**src/sv/framed_word_packet_parser_defines.svh**
```systemverilog
// assertion macros for the framed word packet parser
`ifndef FRAMED_WORD_PACKET_PARSER_DEFINES_SVH
`define FRAMED_WORD_PACKET_PARSER_DEFINES_SVH

// same-cycle implication, checked outside reset
`define FWPP_ASSERT_SAME(label, ante, cons, msg) \
    label: assert property (@(posedge i_clk) disable iff (!i_rst_n) (ante) |-> (cons)) \
        else $error(msg);

// next-cycle implication, checked outside reset
`define FWPP_ASSERT_NEXT(label, ante, cons, msg) \
    label: assert property (@(posedge i_clk) disable iff (!i_rst_n) (ante) |=> (cons)) \
        else $error(msg);

`endif

```
**src/sv/fwpp_pkg.sv**
```systemverilog
package fwpp_pkg;

    localparam int unsigned BYTE_W      = 8;
    localparam int unsigned WORD_W      = 32;
    localparam int unsigned PAYLOAD_LEN = 24;
    localparam int unsigned WORD_COUNT  = 6;
    localparam int unsigned BYTES_WORD  = WORD_W / BYTE_W;
    localparam int unsigned INDEX_W     = $clog2(PAYLOAD_LEN);

    localparam logic [BYTE_W-1:0] HDR_CR = 8'h0D;
    localparam logic [BYTE_W-1:0] HDR_LF = 8'h0A;

    localparam int unsigned PHASE_W = 3;
    localparam logic [PHASE_W-1:0] PH_HUNT_CR   = 3'd0;
    localparam logic [PHASE_W-1:0] PH_HDR_LF    = 3'd1;
    localparam logic [PHASE_W-1:0] PH_PAYLOAD   = 3'd2;
    localparam logic [PHASE_W-1:0] PH_TRAIL_LF  = 3'd3;
    localparam logic [PHASE_W-1:0] PH_TRAIL_CR  = 3'd4;

    typedef struct packed {
        logic                 shift;    // move the accepted byte into the cell chain
        logic                 emit;     // closing cr accepted, capture a result
        logic                 at_close; // next byte may complete a frame
        logic [PHASE_W-1:0]   phase;
    } t_ctrl;

endpackage

```
**src/sv/fwpp_cell.sv**
```systemverilog
module fwpp_cell
    import fwpp_pkg::*;
(
    input  logic              i_clk,
    input  logic              i_shift,
    input  logic [BYTE_W-1:0] i_byte,
    output logic [BYTE_W-1:0] o_byte
);

    logic [BYTE_W-1:0] r_byte;

    // payload byte, handed to the lower neighbour on each shift
    always_ff @(posedge i_clk) begin
        if (i_shift) begin
            r_byte <= i_byte;
        end
    end

    assign o_byte = r_byte;

endmodule

```
**src/sv/fwpp_ctrl.sv**
```systemverilog
module fwpp_ctrl
    import fwpp_pkg::*;
(
    input  logic              i_clk,
    input  logic              i_rst_n,
    input  logic              i_accept,
    input  logic [BYTE_W-1:0] i_byte,
    output t_ctrl             o_ctrl
);

    logic [PHASE_W-1:0] r_phase, n_phase;
    logic [INDEX_W-1:0] r_index, n_index;
    logic               w_emit;

    always_comb begin
        n_phase = r_phase;
        n_index = r_index;
        w_emit  = 1'b0;
        if (i_accept) begin
            unique case (r_phase)
                PH_HUNT_CR: begin
                    n_phase = (i_byte == HDR_CR) ? PH_HDR_LF : PH_HUNT_CR;
                end
                PH_HDR_LF: begin
                    if (i_byte == HDR_LF) begin
                        n_phase = PH_PAYLOAD;
                        n_index = '0;
                    end else if (i_byte != HDR_CR) begin
                        n_phase = PH_HUNT_CR;
                    end
                end
                PH_PAYLOAD: begin
                    if (r_index == INDEX_W'(PAYLOAD_LEN - 1)) begin
                        n_index = '0;
                        n_phase = PH_TRAIL_LF;
                    end else begin
                        n_index = r_index + INDEX_W'(1);
                    end
                end
                PH_TRAIL_LF: begin
                    n_phase = (i_byte == HDR_LF) ? PH_TRAIL_CR : PH_HUNT_CR;
                end
                PH_TRAIL_CR: begin
                    w_emit  = (i_byte == HDR_CR);
                    n_phase = PH_HUNT_CR;
                end
                default: begin
                    n_phase = PH_HUNT_CR;
                end
            endcase
        end
    end

    always_ff @(posedge i_clk) begin
        if (!i_rst_n) begin
            r_phase <= PH_HUNT_CR;
            r_index <= '0;
        end else begin
            r_phase <= n_phase;
            r_index <= n_index;
        end
    end

    assign o_ctrl.shift    = i_accept && (r_phase == PH_PAYLOAD);
    assign o_ctrl.emit     = w_emit;
    assign o_ctrl.at_close = (r_phase == PH_TRAIL_CR);
    assign o_ctrl.phase    = r_phase;

endmodule

```
**src/sv/framed_word_packet_parser.sv**
```systemverilog
// framed word packet parser
// input channel: one received byte per transfer on i_rx_byte, i_rx_valid / o_rx_ready
// output channel: six signed 32-bit words per transfer, o_res_valid / i_res_ready
// frame layout: cr lf, 24 payload bytes, lf cr; words are built little-endian
// from payload bytes 0..3, 4..7 and so on up to 20..23
// one byte is taken every cycle unless o_rx_ready is low; payload bytes walk
// down a chain of 24 byte cells, so after the last payload byte cell k holds payload byte k
// the result appears in the cycle after the closing cr transfer and
// sits in the output register until it is taken
// o_rx_ready drops only when the parser waits for the closing cr while an
// earlier result is still held and not taken this cycle; any other byte is
// taken even under a stalled receiver
// a trailer mismatch sends the parser back to header hunting with no result
// reset (synchronous, active low) returns to header hunting and empties the
// output register; payload cells are not cleared, every result is built
// from a complete set of 24 fresh bytes
`include "framed_word_packet_parser_defines.svh"

module framed_word_packet_parser
    import fwpp_pkg::*;
(
    input  logic                     i_clk,
    input  logic                     i_rst_n,
    input  logic                     i_rx_valid,
    output logic                     o_rx_ready,
    input  logic [BYTE_W-1:0]        i_rx_byte,
    output logic                     o_res_valid,
    input  logic                     i_res_ready,
    output logic signed [WORD_W-1:0] o_line_offset,
    output logic signed [WORD_W-1:0] o_line_angle,
    output logic signed [WORD_W-1:0] o_cross_x,
    output logic signed [WORD_W-1:0] o_cross_y,
    output logic signed [WORD_W-1:0] o_image_width,
    output logic signed [WORD_W-1:0] o_image_height
);

    logic              w_accept;
    logic              w_res_take;
    t_ctrl             w_ctrl;
    logic [BYTE_W-1:0] w_cell [PAYLOAD_LEN];
    logic [WORD_W-1:0] w_word [WORD_COUNT];
    logic [WORD_W-1:0] r_word [WORD_COUNT];
    logic              r_res_valid;

    assign w_res_take = r_res_valid && i_res_ready;
    // hold input only when a completing byte could meet a full output register
    assign o_rx_ready = !(w_ctrl.at_close && r_res_valid && !i_res_ready);
    assign w_accept   = i_rx_valid && o_rx_ready;

    fwpp_ctrl u_ctrl (
        .i_clk    (i_clk),
        .i_rst_n  (i_rst_n),
        .i_accept (w_accept),
        .i_byte   (i_rx_byte),
        .o_ctrl   (w_ctrl)
    );

    // cell chain: new bytes enter at the top and move one cell down per shift
    for (genvar k = 0; k < PAYLOAD_LEN; k++) begin : g_cell
        logic [BYTE_W-1:0] w_in;
        if (k == PAYLOAD_LEN - 1) begin : g_top
            assign w_in = i_rx_byte;
        end else begin : g_mid
            assign w_in = w_cell[k+1];
        end
        fwpp_cell u_cell (
            .i_clk   (i_clk),
            .i_shift (w_ctrl.shift),
            .i_byte  (w_in),
            .o_byte  (w_cell[k])
        );
    end

    // little-endian word assembly straight from the cells
    for (genvar w = 0; w < WORD_COUNT; w++) begin : g_word
        for (genvar b = 0; b < BYTES_WORD; b++) begin : g_byte
            assign w_word[w][b*BYTE_W +: BYTE_W] = w_cell[w*BYTES_WORD + b];
        end
    end

    // output register, payload words carry no reset
    always_ff @(posedge i_clk) begin
        if (w_ctrl.emit) begin
            r_word <= w_word;
        end
    end

    always_ff @(posedge i_clk) begin
        if (!i_rst_n) begin
            r_res_valid <= 1'b0;
        end else if (w_ctrl.emit) begin
            r_res_valid <= 1'b1;
        end else if (w_res_take) begin
            r_res_valid <= 1'b0;
        end
    end

    assign o_res_valid    = r_res_valid;
    assign o_line_offset  = r_word[0];
    assign o_line_angle   = r_word[1];
    assign o_cross_x      = r_word[2];
    assign o_cross_y      = r_word[3];
    assign o_image_width  = r_word[4];
    assign o_image_height = r_word[5];

    // a stalled input always means a held, untaken result
    `FWPP_ASSERT_SAME(a_stall_cause, !o_rx_ready, o_res_valid && !i_res_ready, "input stalled without a held result")
    // a completed frame shows up as a result on the next cycle
    `FWPP_ASSERT_NEXT(a_emit_valid, w_ctrl.emit, o_res_valid, "result missing after closing byte")
    // after a completed frame the parser hunts for a new header
    `FWPP_ASSERT_NEXT(a_emit_hunt, w_ctrl.emit, w_ctrl.phase == PH_HUNT_CR, "parser not hunting after frame")
    // a result can only come from the closing-cr phase
    `FWPP_ASSERT_SAME(a_emit_phase, w_ctrl.emit, w_ctrl.phase == PH_TRAIL_CR && w_accept, "result outside closing phase")

endmodule

```
**config.mk**
```make
export PLATFORM = sky130hd
export DESIGN_NAME = framed_word_packet_parser
export DESIGN_NICKNAME = d
export VERILOG_FILES = /design/src/sv/fwpp_pkg.sv /design/src/sv/fwpp_cell.sv /design/src/sv/fwpp_ctrl.sv /design/src/sv/framed_word_packet_parser.sv
export VERILOG_INCLUDE_DIRS = /design/src /design/src/sv
export SDC_FILE = /design/constraint.sdc
export NUM_CORES = 1
export LEC_CHECK = 0
export BUFFER_PORTS_ARGS = -buffer_cell sky130_fd_sc_hd__buf_2
export CELL_PAD_IN_SITES_DETAIL_PLACEMENT = 0
export CELL_PAD_IN_SITES_GLOBAL_PLACEMENT = 1
export CORE_ASPECT_RATIO = 1.2
export CORE_MARGIN = 2
export CORE_UTILIZATION = 38
export CTS_CLUSTER_DIAMETER = 30
export CTS_CLUSTER_SIZE = 28
export DETAILED_ROUTE_END_ITERATION = 8
export PLACE_DENSITY = 0.61
export SLEW_MARGIN = 20
export SYNTH_ARGS = -nofsm -noshare
export SYNTH_HDL_FRONTEND = slang
export SYNTH_SLANG_ARGS = --single-unit
export TNS_END_PERCENT = 100
```
**constraint.sdc**
```tcl
create_clock -name i_clk -period 19.4 [get_ports i_clk]
set_input_delay 1.94 -clock i_clk [delete_from_list [all_inputs] [get_ports i_clk]]
set_output_delay 1.94 -clock i_clk [all_outputs]
set_load 0.05 [all_outputs]
```
Yosys cells after proc, flatten, opt, wreduce, memory -nomap -nowiden
Cells that the tools add are included.
- eq/ne operators: 11
- add/subtract/negate cells: 1
- multiplexer cells: 13
- reduce and logical (&&, ||, !) cells: 12
- operators with widths (cell ; count):
    $eq 8x4->1 const B ; 2
    $mux 3 ; 4
    $pmux 3 s4 ; 1
    $mux 5 ; 2
    $pmux 5 s2 ; 1
    $ne 8x4->1 const B ; 1
    $eq 3x2->1 const B ; 2
    $reduce_and 3->1 ; 2
    $add 5x1->5 const B ; 1
    $eq 5x5->1 const B ; 1
    $logic_and 1x1->1 ; 5
    $mux 1 ; 5
    $ne 2x1->1 const B ; 2
    $reduce_bool 2->1 ; 2
    $eq 3x1->1 const B ; 1
    $eq 3x3->1 const B ; 1
    $logic_not 3->1 ; 1
    $ne 3x1->1 const B ; 1
    $logic_not 1->1 ; 2
- input port bits: 12
- logic and storage cells: 70
- output and inout port bits: 194
- register bits: 393

Longest topological paths before layout
Gate-level depths: netlist of run 1.
- depth after elaboration: 7
- depth in mapped cells: 5
- gate-level depth less buffers: 5

Modules after synthesis
From an unflattened synthesis of run 1, not the netlist that was laid out.
- cell total of the unflattened synthesis: 447
- area, all modules: 12099.1 um2
- by module, submodules not included (module ; instances ; seq. area each (um2) ; cells an instance ; area an instance (um2)):
    framed_word_packet_parser ; 1 ; 5785.5 ; 197 ; 5825.6
    fwpp_cell ; 24 ; 240.2 ; 8 ; 240.2
    fwpp_ctrl ; 1 ; 160.2 ; 58 ; 508.0

Least setup slack after synthesis of run 1
No wires, ideal clock.
- path type: in2reg
- start: input i_rx_byte[5]
- end: register r_word (netlist bit o_cross_x[0]), enable pin
- path buffers: 0
- stages on the path: 4
- library setup time: 0.747 ns
- required time: 18.653 ns
- arrival time: 10.751 ns
- path slack: 7.902 ns
- path through: or4_4 nor3_2 nand2_1 nor2_1
- RTL lines (item ; RTL line ; source):
    from (decl) ; framed_word_packet_parser.sv:26 ; input logic [BYTE_W-1:0] i_rx_byte,
    to (signal assigned) ; framed_word_packet_parser.sv:84 ; r_word <= w_word;
    to (decl) ; framed_word_packet_parser.sv:42 ; logic [WORD_W-1:0] r_word [WORD_COUNT];

Worst setup path after layout of run 1
- start: input i_res_ready
- end: output o_rx_ready
- longest elaborated chain between the ends: 3
- ends and longest elaborated chain (item ; RTL line ; source):
    from (decl) ; framed_word_packet_parser.sv:28 ; input logic i_res_ready,
    $logic_not 1->1 ; framed_word_packet_parser.sv:47 ; assign o_rx_ready = !(w_ctrl.at_close && r_res_valid && !i_res_ready);
    $logic_and 1x1->1 ; framed_word_packet_parser.sv:47 ;
    $logic_not 1->1 ; framed_word_packet_parser.sv:47 ;
    to (decl) ; framed_word_packet_parser.sv:25 ; output logic o_rx_ready,
No other way between the ends.

==> key figures, run 1 <==
CTS
  – Sink Count: 393
  – CTS tree: built
  – Clk root buf: clkbuf_16
  – Post_cts resized: 0
  – Hold Buf Count CTS: 0
  – Worst skew pair latency: 0.56 ns
  – Clock transition at path regs: 0.06 ns
  – Bufs on Longest Clock Path: 3
  – H-tree depth: 2
  – Post-CTS Setup Repair Bufs: 0
  – CTS buffer count: 56

Setup path
  – WP data arrival: 2.76 ns
  – Reg-to-Reg Start: u_ctrl.r_phase[0]
  – Worst stage delay on the critical path: 0.33 ns
  – Critical path fanouts, max: 4
  – Crit. End Element: primary output
  – Worst path buffer plus inverter count: 2
  – Reg2reg end: o_image_width[31]
  – Critical path class: input pin to primary output
  – Worst Path Required: 17.46 ns
  – CP Launch Type: input pin
  – Most used cell along the critical path: buf_2
  – Cells on worst reg2reg path: 6
  – Number of stages on the worst setup path: 4
  – Crit path cell chain: buf_2, nand2b_1, or3_1, buf_2
  – Flop-to-flop setup slack: 16.21 ns
  – CP max stage cell: or3_1
  – Cell family with most CP delay: simple AND/OR/NAND/NOR gates

Die
  – Die H: 200 µm
  – Initial Util: 38.6%
  – IO Count: 206
  – Die width: 167 µm
  – DIE AREA: 33300 µm²
  – Core area: 31400 µm²
  – Rows: 71

Synthesis
  – Yosys reg bits: 393
  – Yosys top cell by area: edfxtp_1
  – Cells after synthesis: 452
  – Yosys Warn Count: 0
  – Cell variety after synth: 36
  – Sequential-to-total area share from yosys stat: 96.6%
  – Top post-synthesis cells by area: edfxtp_1 95%, dfxtp_1 1.5%, nand2_1 0.31%
  – Syn_area_per_cell: 26.8 µm²
  – Top cell type's share of synthesized area: 95.1%
  – Mapped Area: 12100 µm²
  – Syn_nets: 465

Global route
  – Antenna violations before repair: 0
  – First-pass GRT wire length: 31400 µm
  – Vias in the first global route: 5457
  – GRT Total Usage: 12.0%
  – GRT Residual Overflow: 0
  – Largest net degree at the start of global routing: 87

Placed design
  – Placed Area: 13700 µm²
  – Final GP Congestion: 0.784
  – Final HPWL from detailed placement: 12400 µm
  – I/O Buffers: 205

Detailed routing
  – Residual DRC: 0
  – TritonRoute pass-1 iters: 6
  – WL per Instance: 17.6 µm
  – DRT Wirelength: 20500 µm
  – Detail Route Antenna Nets: 0
  – Vias/cell: 4.57
  – Routed via count: 5336
  – Initial DRC count: 419

Cells and area
  – N_diodes: 0
  – Share of cells above drive strength 1: 41.8%
  – Design area: 15700 µm²
  – Final core utilization: 50.1%
  – Fin nets: 732
  – Area Overhead vs Synth: 29.5%
  – Fill cell count: 2518

Worst hold path
  – WHS Path Cells: 0
  – Worst Hold Endpoint: o_line_offset[3]
  – Worst min-delay path class: flip-flop to flip-flop
  – Hold Crit Start: g_cell[0].u_cell.o_byte[3]

STA
  – Relative slew slack: 29.6%
  – Fin Setup TNS: 0 ns
  – Final Cycle Share: 24.2%
  – Shortest period the worst path allows: 4.70 ns
  – Setup Viol. Count Final: 0
  – Worst slew pin tran: 1.06 ns
  – F_max: 0.213 GHz
  – Fin Clk Skew: 0.0160 ns
  – Hold Fails Final Rpt: 0
  – Worst-case hold slack: 0.416 ns
  – Max-slew violations: 0
  – RSZ-0062 raised after global routing: no

Pwr
  – Internal: 1580 µW
  – Combinational fraction of design power: 0.2%
  – Leakage power: 0.00546 µW
  – Switching share of power: 19.3%
  – Clock Power Share: 53.0%
  – Sw Pwr: 379 µW
  – Power Total: 1960 µW
  – Pwr/cell area: 125 nW/µm²
  – Sequential share of power: 46.8%
  – VDD IR-drop max: 0.0000786 V

Run status
  – Status: completed

Job
  – Max-cap viol count: 0
[power groups by stage]
stage          clock, µW  sequential, µW  combinational [µW]
6_report            1040             918                3.22
5_1_grt             1100             917                3.51
4_1_cts             1070             918                3.17
3_5_place_dp           0             935                3.13
3_3_place_gp           0             935                2.90
2_1_floorplan          0             935                1.38
[flip-flops by register name, indices dropped and copies added, names as in the netlist]
signal and cells:
g_cell.u_cell.o_byte 192, o_cross_x 32, o_cross_y 32, o_image_height 32
o_image_width 32, o_line_angle 32, o_line_offset 32, u_ctrl.r_index 5
u_ctrl.r_phase 3, o_res_valid 1
[layout make-up]
cell class	instances	area, µm²	share of cell area (%)
well taps	401	502	3.20
repair buffers	211	1080	6.90
multi-input cells	55	402	2.56
flip-flops and latches	393	11700	74.6
clock inverters	44	529	3.37
inverters	2	7.51	0.0478
clock buffers	61	1460	9.32
[metal layers]
metal  track usage, %  part of all wire (%)
met2             18.0                    45
met3             5.51                    11
met1             15.3                    42
met4             4.82                   2.4
met5                0                     0
[placed cells by master, fill, tap and decap left out, drive strengths merged, types with 2 or more instances in the layout]
cell / Yosys / layout
nand2: 10 / 10
nand3: 3 / 3
nor2b: 2 / 2
o31a: 2 / 2
bufinv: 0 / 8
nor2: 4 / 4
o21ai: 2 / 2
a311oi: 2 / 2
clkinvlp: 0 / 7
and2: 2 / 2
nand2b: 4 / 4
edfxtp: 384 / 384
clkinv: 0 / 16
clkbuf: 1 / 61
inv: 2 / 15
or4: 2 / 2
dfxtp: 9 / 9
mux2i: 3 / 3
buf: 1 / 211
a21oi: 2 / 2
o211ai: 2 / 2
[metrics by stage]
stage | std cells | setup WS, ns
after detailed placement | 1061 | 14.32
after global placement | 1061 | 14.45
after floorplan | 452 | 7.90
final | 1167 | 14.70
after CTS | 1166 | 14.70
after global routing | 1167 | 14.66
[synth_stat cells, drive strengths merged]
cell	n
a211oi	1
nor3b	1
nand3	3
nand4	1
edfxtp	384
inv	2
o211ai	2
a21oi	2
a41oi	1
or3	1
o31a	2
nand2	10
nand4b	1
clkbuf	1
o31ai	1
o41ai	1
o22ai	1
buf	1
o311a	1
o21ai	2
mux2i	3
nor2	4
ha	1
dfxtp	9
nand3b	1
a311oi	2
nand4bb	1
or3b	1
nor2b	2
or4	2
and2	2
nor3	1
nand2b	4
[worst max-delay path by stage]
stage                            start                 to  slack, ns
after floorplan           i_rx_byte[5]       o_cross_x[0]       7.90
after global placement    i_rx_byte[5]  o_image_height[7]      14.45
after detailed placement  i_rx_byte[5]      o_cross_y[31]      14.32
after CTS                  i_res_ready         o_rx_ready      14.70
after global routing       i_res_ready         o_rx_ready      14.66
final                      i_res_ready         o_rx_ready      14.70
[cell families (layout without fill, tap and decap cells)]
family / after synthesis / after routing / synth area share, %
flops: 393 / 393 / 96.6
simple gates: 35 / 35 / 1.69
compound gates: 16 / 16 / 1.19
buf+inv: 4 / 318 / 0.134
mux: 3 / 3 / 0.248
fa+ha+maj: 1 / 1 / 0.103
No activity file was read; power rests on OpenSTA's default activity.
==> run 2, diff against run 1 <==
ABC_AREA = 1   (was not set)
clock period = 4.6 ns   (was 19.4 ns; I/O delays follow)
==> run 2 against run 1 <==
The flow now finishes with violations (DRC); critical path depth did not move; die area rose by 0.49%; global-route usage barely moved; largest cell class unchanged; final area rose by 0.79%; first-iteration DRC count fell by 2.9%; clock skew rose by 0.016 ns; via count rose by 2.2%; synthesized cell count rose by 8.4%; sequential power rose to 4.3 times the previous value; worst setup slack got worse by 12 ns; total power rose to 4.3 times the previous value; clock power rose to 4.2 times the previous value.
==> key figures, run 2 <==
Run status
  – Status: finished, violations left
  – Violated checks: DRC

STA
  – Worst-case hold slack: 0.106 ns
  – Hold Fails Final Rpt: 0
  – Shortest period the worst path allows: 2.28 ns
  – Relative slew slack: 40.1%
  – Final Cycle Share: 49.6%
  – Setup Viol. Count Final: 0
  – Fin Clk Skew: 0.0319 ns
  – Max-slew violations: 0
  – Worst setup margin: 2.32 ns
  – F_max: 0.438 GHz
  – RSZ-0062 raised after global routing: no
  – Worst slew pin tran: 0.896 ns
  – Fin Setup TNS: 0 ns

Placed design
  – Final HPWL from detailed placement: 12500 µm
  – Final GP Congestion: 0.755
  – I/O Buffers: 205
  – Pre-CTS setup slack: 2.13 ns

Synthesis
  – Sequential-to-total area share from yosys stat: 96.1%
  – Prevailing post-synth register cell: edfxtp_1
  – Cell variety after synth: 20
  – Yosys Warn Count: 0
  – Mapped Area: 12200 µm²
  – Top cells by count, synth: 384 x edfxtp_1, 25 x nand2_1, 18 x nor2_1
  – Top post-synthesis cells by area: edfxtp_1 95%, dfxtp_1 1.5%, nand2_1 0.77%
  – Yosys reg bits: 393
  – Count leader, synth: edfxtp_1
  – Post-synth EDFFs: 384
  – Syn_area_per_cell: 24.9 µm²
  – Syn_nets: 503
  – Yosys top cell by area: edfxtp_1
  – Top cell type's share of synthesized area: 94.7%
  – Post-synth ARST share: 0%
  – Cells after synthesis: 490

CTS
  – H-tree depth: 2
  – CTS buffer count: 58
  – Post-CTS Setup Repair Bufs: 0
  – Hold Buf Count CTS: 0
  – Bufs on Longest Clock Path: 3
  – Worst skew pair latency: 0.58 ns
  – Post_cts resized: 0
  – CTS tree: built
  – Clock transition at path regs: 0.06 ns
  – Sink Count: 393
  – Clk root buf: clkbuf_16

Detailed routing
  – WL per Instance: 16.8 µm
  – Vias/cell: 4.50
  – DRT Wirelength: 20300 µm
  – Routed via count: 5453
  – Initial DRC count: 407
  – TritonRoute pass-1 iters: 7
  – Residual DRC: 22
  – Detail Route Antenna Nets: 0

Pwr
  – Pwr/cell area: 535 nW/µm²
  – Power Total: 8460 µW
  – Leakage power: 0.00558 µW
  – VDD IR-drop max: 0.000303 V

Setup path
  – Flop-to-flop setup slack: 2.32 ns
  – WP data arrival: 2.54 ns
  – CP Launch Type: flip-flop
  – Crit path cell chain: inv_1, nand4_1, clkinvlp_4, buf_12
  – Worst stage delay on the critical path: 0.71 ns
  – Crit. End Element: flip-flop
  – CP max stage cell: clkinvlp_4
  – Critical path class: flip-flop to flip-flop
  – Worst Path Required: 4.86 ns
  – Critical path fanouts, max: 77

Cells and area
  – N_diodes: 0
  – Fin nets: 774
  – Leading cell types in the layout, fill and taps excluded: 384 x edfxtp_1, 205 x buf_2, 58 x clkbuf_16
  – Commonest non-fill, non-tap cell in the layout: edfxtp_1
  – Largest register FFs: 192
  – FF+latch area: 11700 µm²
  – Fill cell count: 2594
  – Area Overhead vs Synth: 29.9%
  – Share of cells above drive strength 1: 40.8%
  – Multi-input logic area: 400 µm²

Global route
  – Vias in the first global route: 5576
  – First-pass GRT wire length: 31800 µm
  – GRT Residual Overflow: 0
  – Largest net degree at the start of global routing: 78
  – Antenna violations before repair: 0
  – GRT Total Usage: 12.0%

Die
  – DIE AREA: 33500 µm²
  – Die H: 200 µm
  – Initial Util: 38.7%
  – Die width: 167 µm
  – Rows: 71
  – IO Count: 206
  – Core area: 31400 µm²

Job
  – Max-cap viol count: 0

Worst hold path
  – Worst min-delay path class: input pin to flip-flop
[run 2: cell count changes after synthesis, sizes merged, moves of 3 or more]
cell,before,now
inv,2,19
nand2,10,30
nand2b,4,0
a21oi,2,6
mux2i,3,0
nand3,3,11
nor2,4,22
[run 2: path summary, 6_finish.rpt]
kind	start	end	cells past startpoint
max	u_ctrl.r_phase[0]	g_cell[21].u_cell.o_byte[4]	4
min	i_rx_byte[1]	g_cell[23].u_cell.o_byte[1]	1
max reg2reg	u_ctrl.r_phase[0]	g_cell[21].u_cell.o_byte[4]	4
min reg2reg	g_cell[0].u_cell.o_byte[2]	o_line_offset[2]	0
[run 2: area by class of cell]
type	count	share of cell area [%]
flip-flops and latches	393	74.0
clock buffers	65	9.53
repair buffers	212	6.98
clock inverters	45	3.30
well taps	401	3.17
multi-input cells	77	2.53
inverters	19	0.474
[run 2: cell families after synthesis]
family | after synthesis | synth area share [%]
compound gates | 9 | 0.483
fa+ha+maj | 1 | 0.103
buf+inv | 20 | 0.627
flops | 393 | 96.1
simple gates | 67 | 2.64
[run 2: power breakdown]
part	internal (µW)	switching (µW)	total, µW
Sequential	3960	25.9	3990
Clock	2650	1750	4390
Combinational	18.3	56.9	75.3
[run 2: worst max-delay path: cells and delay by family (launching register included)]
family        cells  cell delay, ns
buf+inv           3            1.35
flops             1            0.39
simple gates      1            0.15
[run 2: stage by stage]
stage	instances	area, µm²	util, %
4_1_cts	1212	15800	50.3
6_report	1212	15800	50.3
5_1_grt	1212	15800	50.3
3_3_place_gp	1102	13800	43.9
3_5_place_dp	1102	13800	43.9
2_1_floorplan	490	12200	-
[run 2: per-layer routing]
layer	share of wire [%]	global-route usage, %
met1	42	15.6
met2	46	18.6
met3	9.0	4.43
met4	2.6	4.57
met5	0	0
==> run 3, diff against run 2 <==
clock period = 2.15 ns   (was 4.6 ns; I/O delays follow)
==> run 3 against run 2 <==
The flow still finishes with violations (DRC); non-clock buffer count up 20; worst setup slack worse by 2.1 ns; via count up 1.5%; global-route usage up 0.31 points; die area unchanged; count of clock-buffer cells in the layout down 3; critical path depth up 6; worst hold slack better by 0.057 ns; critical path type is now input pin to flip-flop; highest routed layer unchanged.
==> key figures, run 3 (same netlist as run 2, synthesis figures left out) <==
Global route
  – Largest net degree at the start of global routing: 71
  – GRT Residual Overflow: 0
  – First-pass GRT wire length: 32500 µm
  – GRT Total Usage: 12.3%
  – Antenna violations before repair: 0
  – Vias in the first global route: 5861

Detailed routing
  – Vias/cell: 4.48
  – WL per Instance: 17.2 µm
  – DRT Wirelength: 21200 µm
  – TritonRoute pass-1 iters: 7
  – Initial DRC count: 430
  – Routed via count: 5535
  – Detail Route Antenna Nets: 0
  – Residual DRC: 23

Setup path
  – Crit. End Element: flip-flop
  – Worst path buffer plus inverter count: 5
  – WP data arrival: 2.23 ns
  – Critical path fanouts, max: 32
  – Cells on worst reg2reg path: 6
  – Worst Path Required: 2.40 ns
  – Reg-to-Reg Start: u_ctrl.r_phase[1]
  – Crit. Startpoint: i_rx_byte[5]
  – Flop-to-flop setup slack: 0.32 ns
  – Crit path cell chain: dlygate4sd3_1, buf_2, nor2_1, nand3_1, nor2_1, nand3_1, nor2_4, buf_4, buf_12, buf_12
  – Critical path class: input pin to flip-flop
  – CP Launch Type: input pin
  – Worst stage delay on the critical path: 0.54 ns
  – CP max stage cell: dlygate4sd3_1
  – Reg2reg end: o_cross_x[22]
  – Cell family with most CP delay: buffers and inverters

Worst hold path
  – WHS Path Cells: 7
  – Worst Hold Endpoint: u_ctrl.r_phase[1]
  – Worst min-delay path class: input pin to flip-flop
  – Hold Crit Start: i_rx_valid

Placed design
  – Pre-CTS setup slack: 0.214 ns
  – I/O Buffers: 205
  – Final GP Congestion: 0.771
  – Final HPWL from detailed placement: 12800 µm
  – Placed Area: 13900 µm²

STA
  – Setup Viol. Count Final: 0
  – Max-slew violations: 0
  – Fin Clk Skew: 0.0252 ns
  – F_max: 0.506 GHz
  – Relative slew slack: 63.8%
  – Final Cycle Share: 91.9%
  – Shortest period the worst path allows: 1.98 ns
  – Fin Setup TNS: 0 ns
  – Worst setup margin: 0.173 ns
  – RSZ-0062 raised after global routing: no
  – Worst slew pin tran: 0.543 ns
  – Hold Fails Final Rpt: 0

Run status
  – Status: finished, violations left
  – Violated checks: DRC

Die
  – Die H: 200 µm
  – Rows: 71
  – Die width: 167 µm
  – Core area: 31400 µm²
  – DIE AREA: 33500 µm²
  – Initial Util: 38.7%
  – IO Count: 206

Cells and area
  – Share of cells above drive strength 1: 42.1%
  – Fin nets: 796
  – Commonest non-fill, non-tap cell in the layout: edfxtp_1
  – Area Overhead vs Synth: 32.7%
  – Final core utilization: 51.4%
  – Largest register FFs: 192
  – Fill cell count: 2554
  – Design area: 16200 µm²
  – Leading cell types in the layout, fill and taps excluded: 384 x edfxtp_1, 205 x buf_2, 61 x clkbuf_16
  – N_diodes: 0

CTS
  – Clk root buf: clkbuf_16
  – Worst skew pair latency: 0.57 ns
  – CTS tree: built
  – Post_cts resized: 0
  – Sink Count: 393
  – H-tree depth: 2
  – CTS buffer count: 60
  – Bufs on Longest Clock Path: 3
  – Clock transition at path regs: 0.05 ns

Job
  – Max-cap viol count: 0

Pwr
  – Pwr/cell area: 1140 nW/µm²
  – Leakage power: 0.00575 µW
  – Power Total: 18400 µW
  – VDD IR-drop max: 0.000683 V
==> run 3: cell count changes in the layout (fill, tap and decap cells not counted), moves of 5 or more <==
cell | previous run | this run
buf_12 | 2 | 9
clkinv_2 | 0 | 7
clkinv_4 | 3 | 9
clkinv_8 | 7 | 2
dlygate4sd3_1 | 0 | 11
==> run 3: report_power, final <==
group / leakage (µW) / internal, µW / switching (µW) / total (µW)
clock: 0.00101 / 6000 / 3650 / 9650
combinational: 0.00119 / 52.4 / 127 / 180
sequential: 0.00354 / 8480 / 57.1 / 8540
total: 0.00575 / 14500 / 3830 / 18400
==> run 3: worst max-delay path by stage <==
stage | to | cells after the start | slack [ns]
3_5_place_dp | o_line_angle[24] | 8 | 0.21
5_1_grt | o_cross_x[22] | 10 | 0.08
3_3_place_gp | o_line_angle[24] | 8 | 0.26
6_report | o_cross_x[22] | 10 | 0.17
4_1_cts | o_res_valid | 11 | 0.03
2_1_floorplan | o_cross_x[0] | 5 | -1.89
==> run 3: cell type report <==
type / instances / area (µm²) / share of cell area, %
repair buffers: 232 / 1390 / 8.57
inverters: 19 / 75.1 / 0.464
clock buffers: 62 / 1510 / 9.33
clock inverters: 51 / 568 / 3.51
multi-input cells: 77 / 410 / 2.54
well taps: 401 / 502 / 3.10
flip-flops and latches: 393 / 11700 / 72.5
==> run 3: stage by stage <==
| stage | hold WS (ns) | cells |
|---|---|---|
| global route | 0.161 | 1235 |
| CTS | 0.126 | 1232 |
| global placement | 0.405 | 1108 |
| floorplan | 0.314 | 490 |
| finish | 0.163 | 1235 |
| detailed placement | 0.407 | 1108 |
==> run 3: layer usage <==
layer / part of all wire [%] / GRT usage (%)
met1: 42 / 15.6
met2: 47 / 19.2
met3: 9.0 / 4.78
met4: 2.3 / 4.88
met5: 0 / 0
==> run 3: repair_timing <==
item                                   4_1_cts  5_1_grt
setup endpoints to repair                    0        1
buffers inserted                             0        2
endpoints found under the hold margin       17        0
hold buffers                                11        0
==> run 3: worst register-to-register path: stages (launching register included) <==
cell     delay, ns
dfxtp_1       0.37
nor2_2        0.20
nand3_1       0.16
nor2_4        0.14
buf_4         0.14
buf_12        0.23
buf_12        0.25
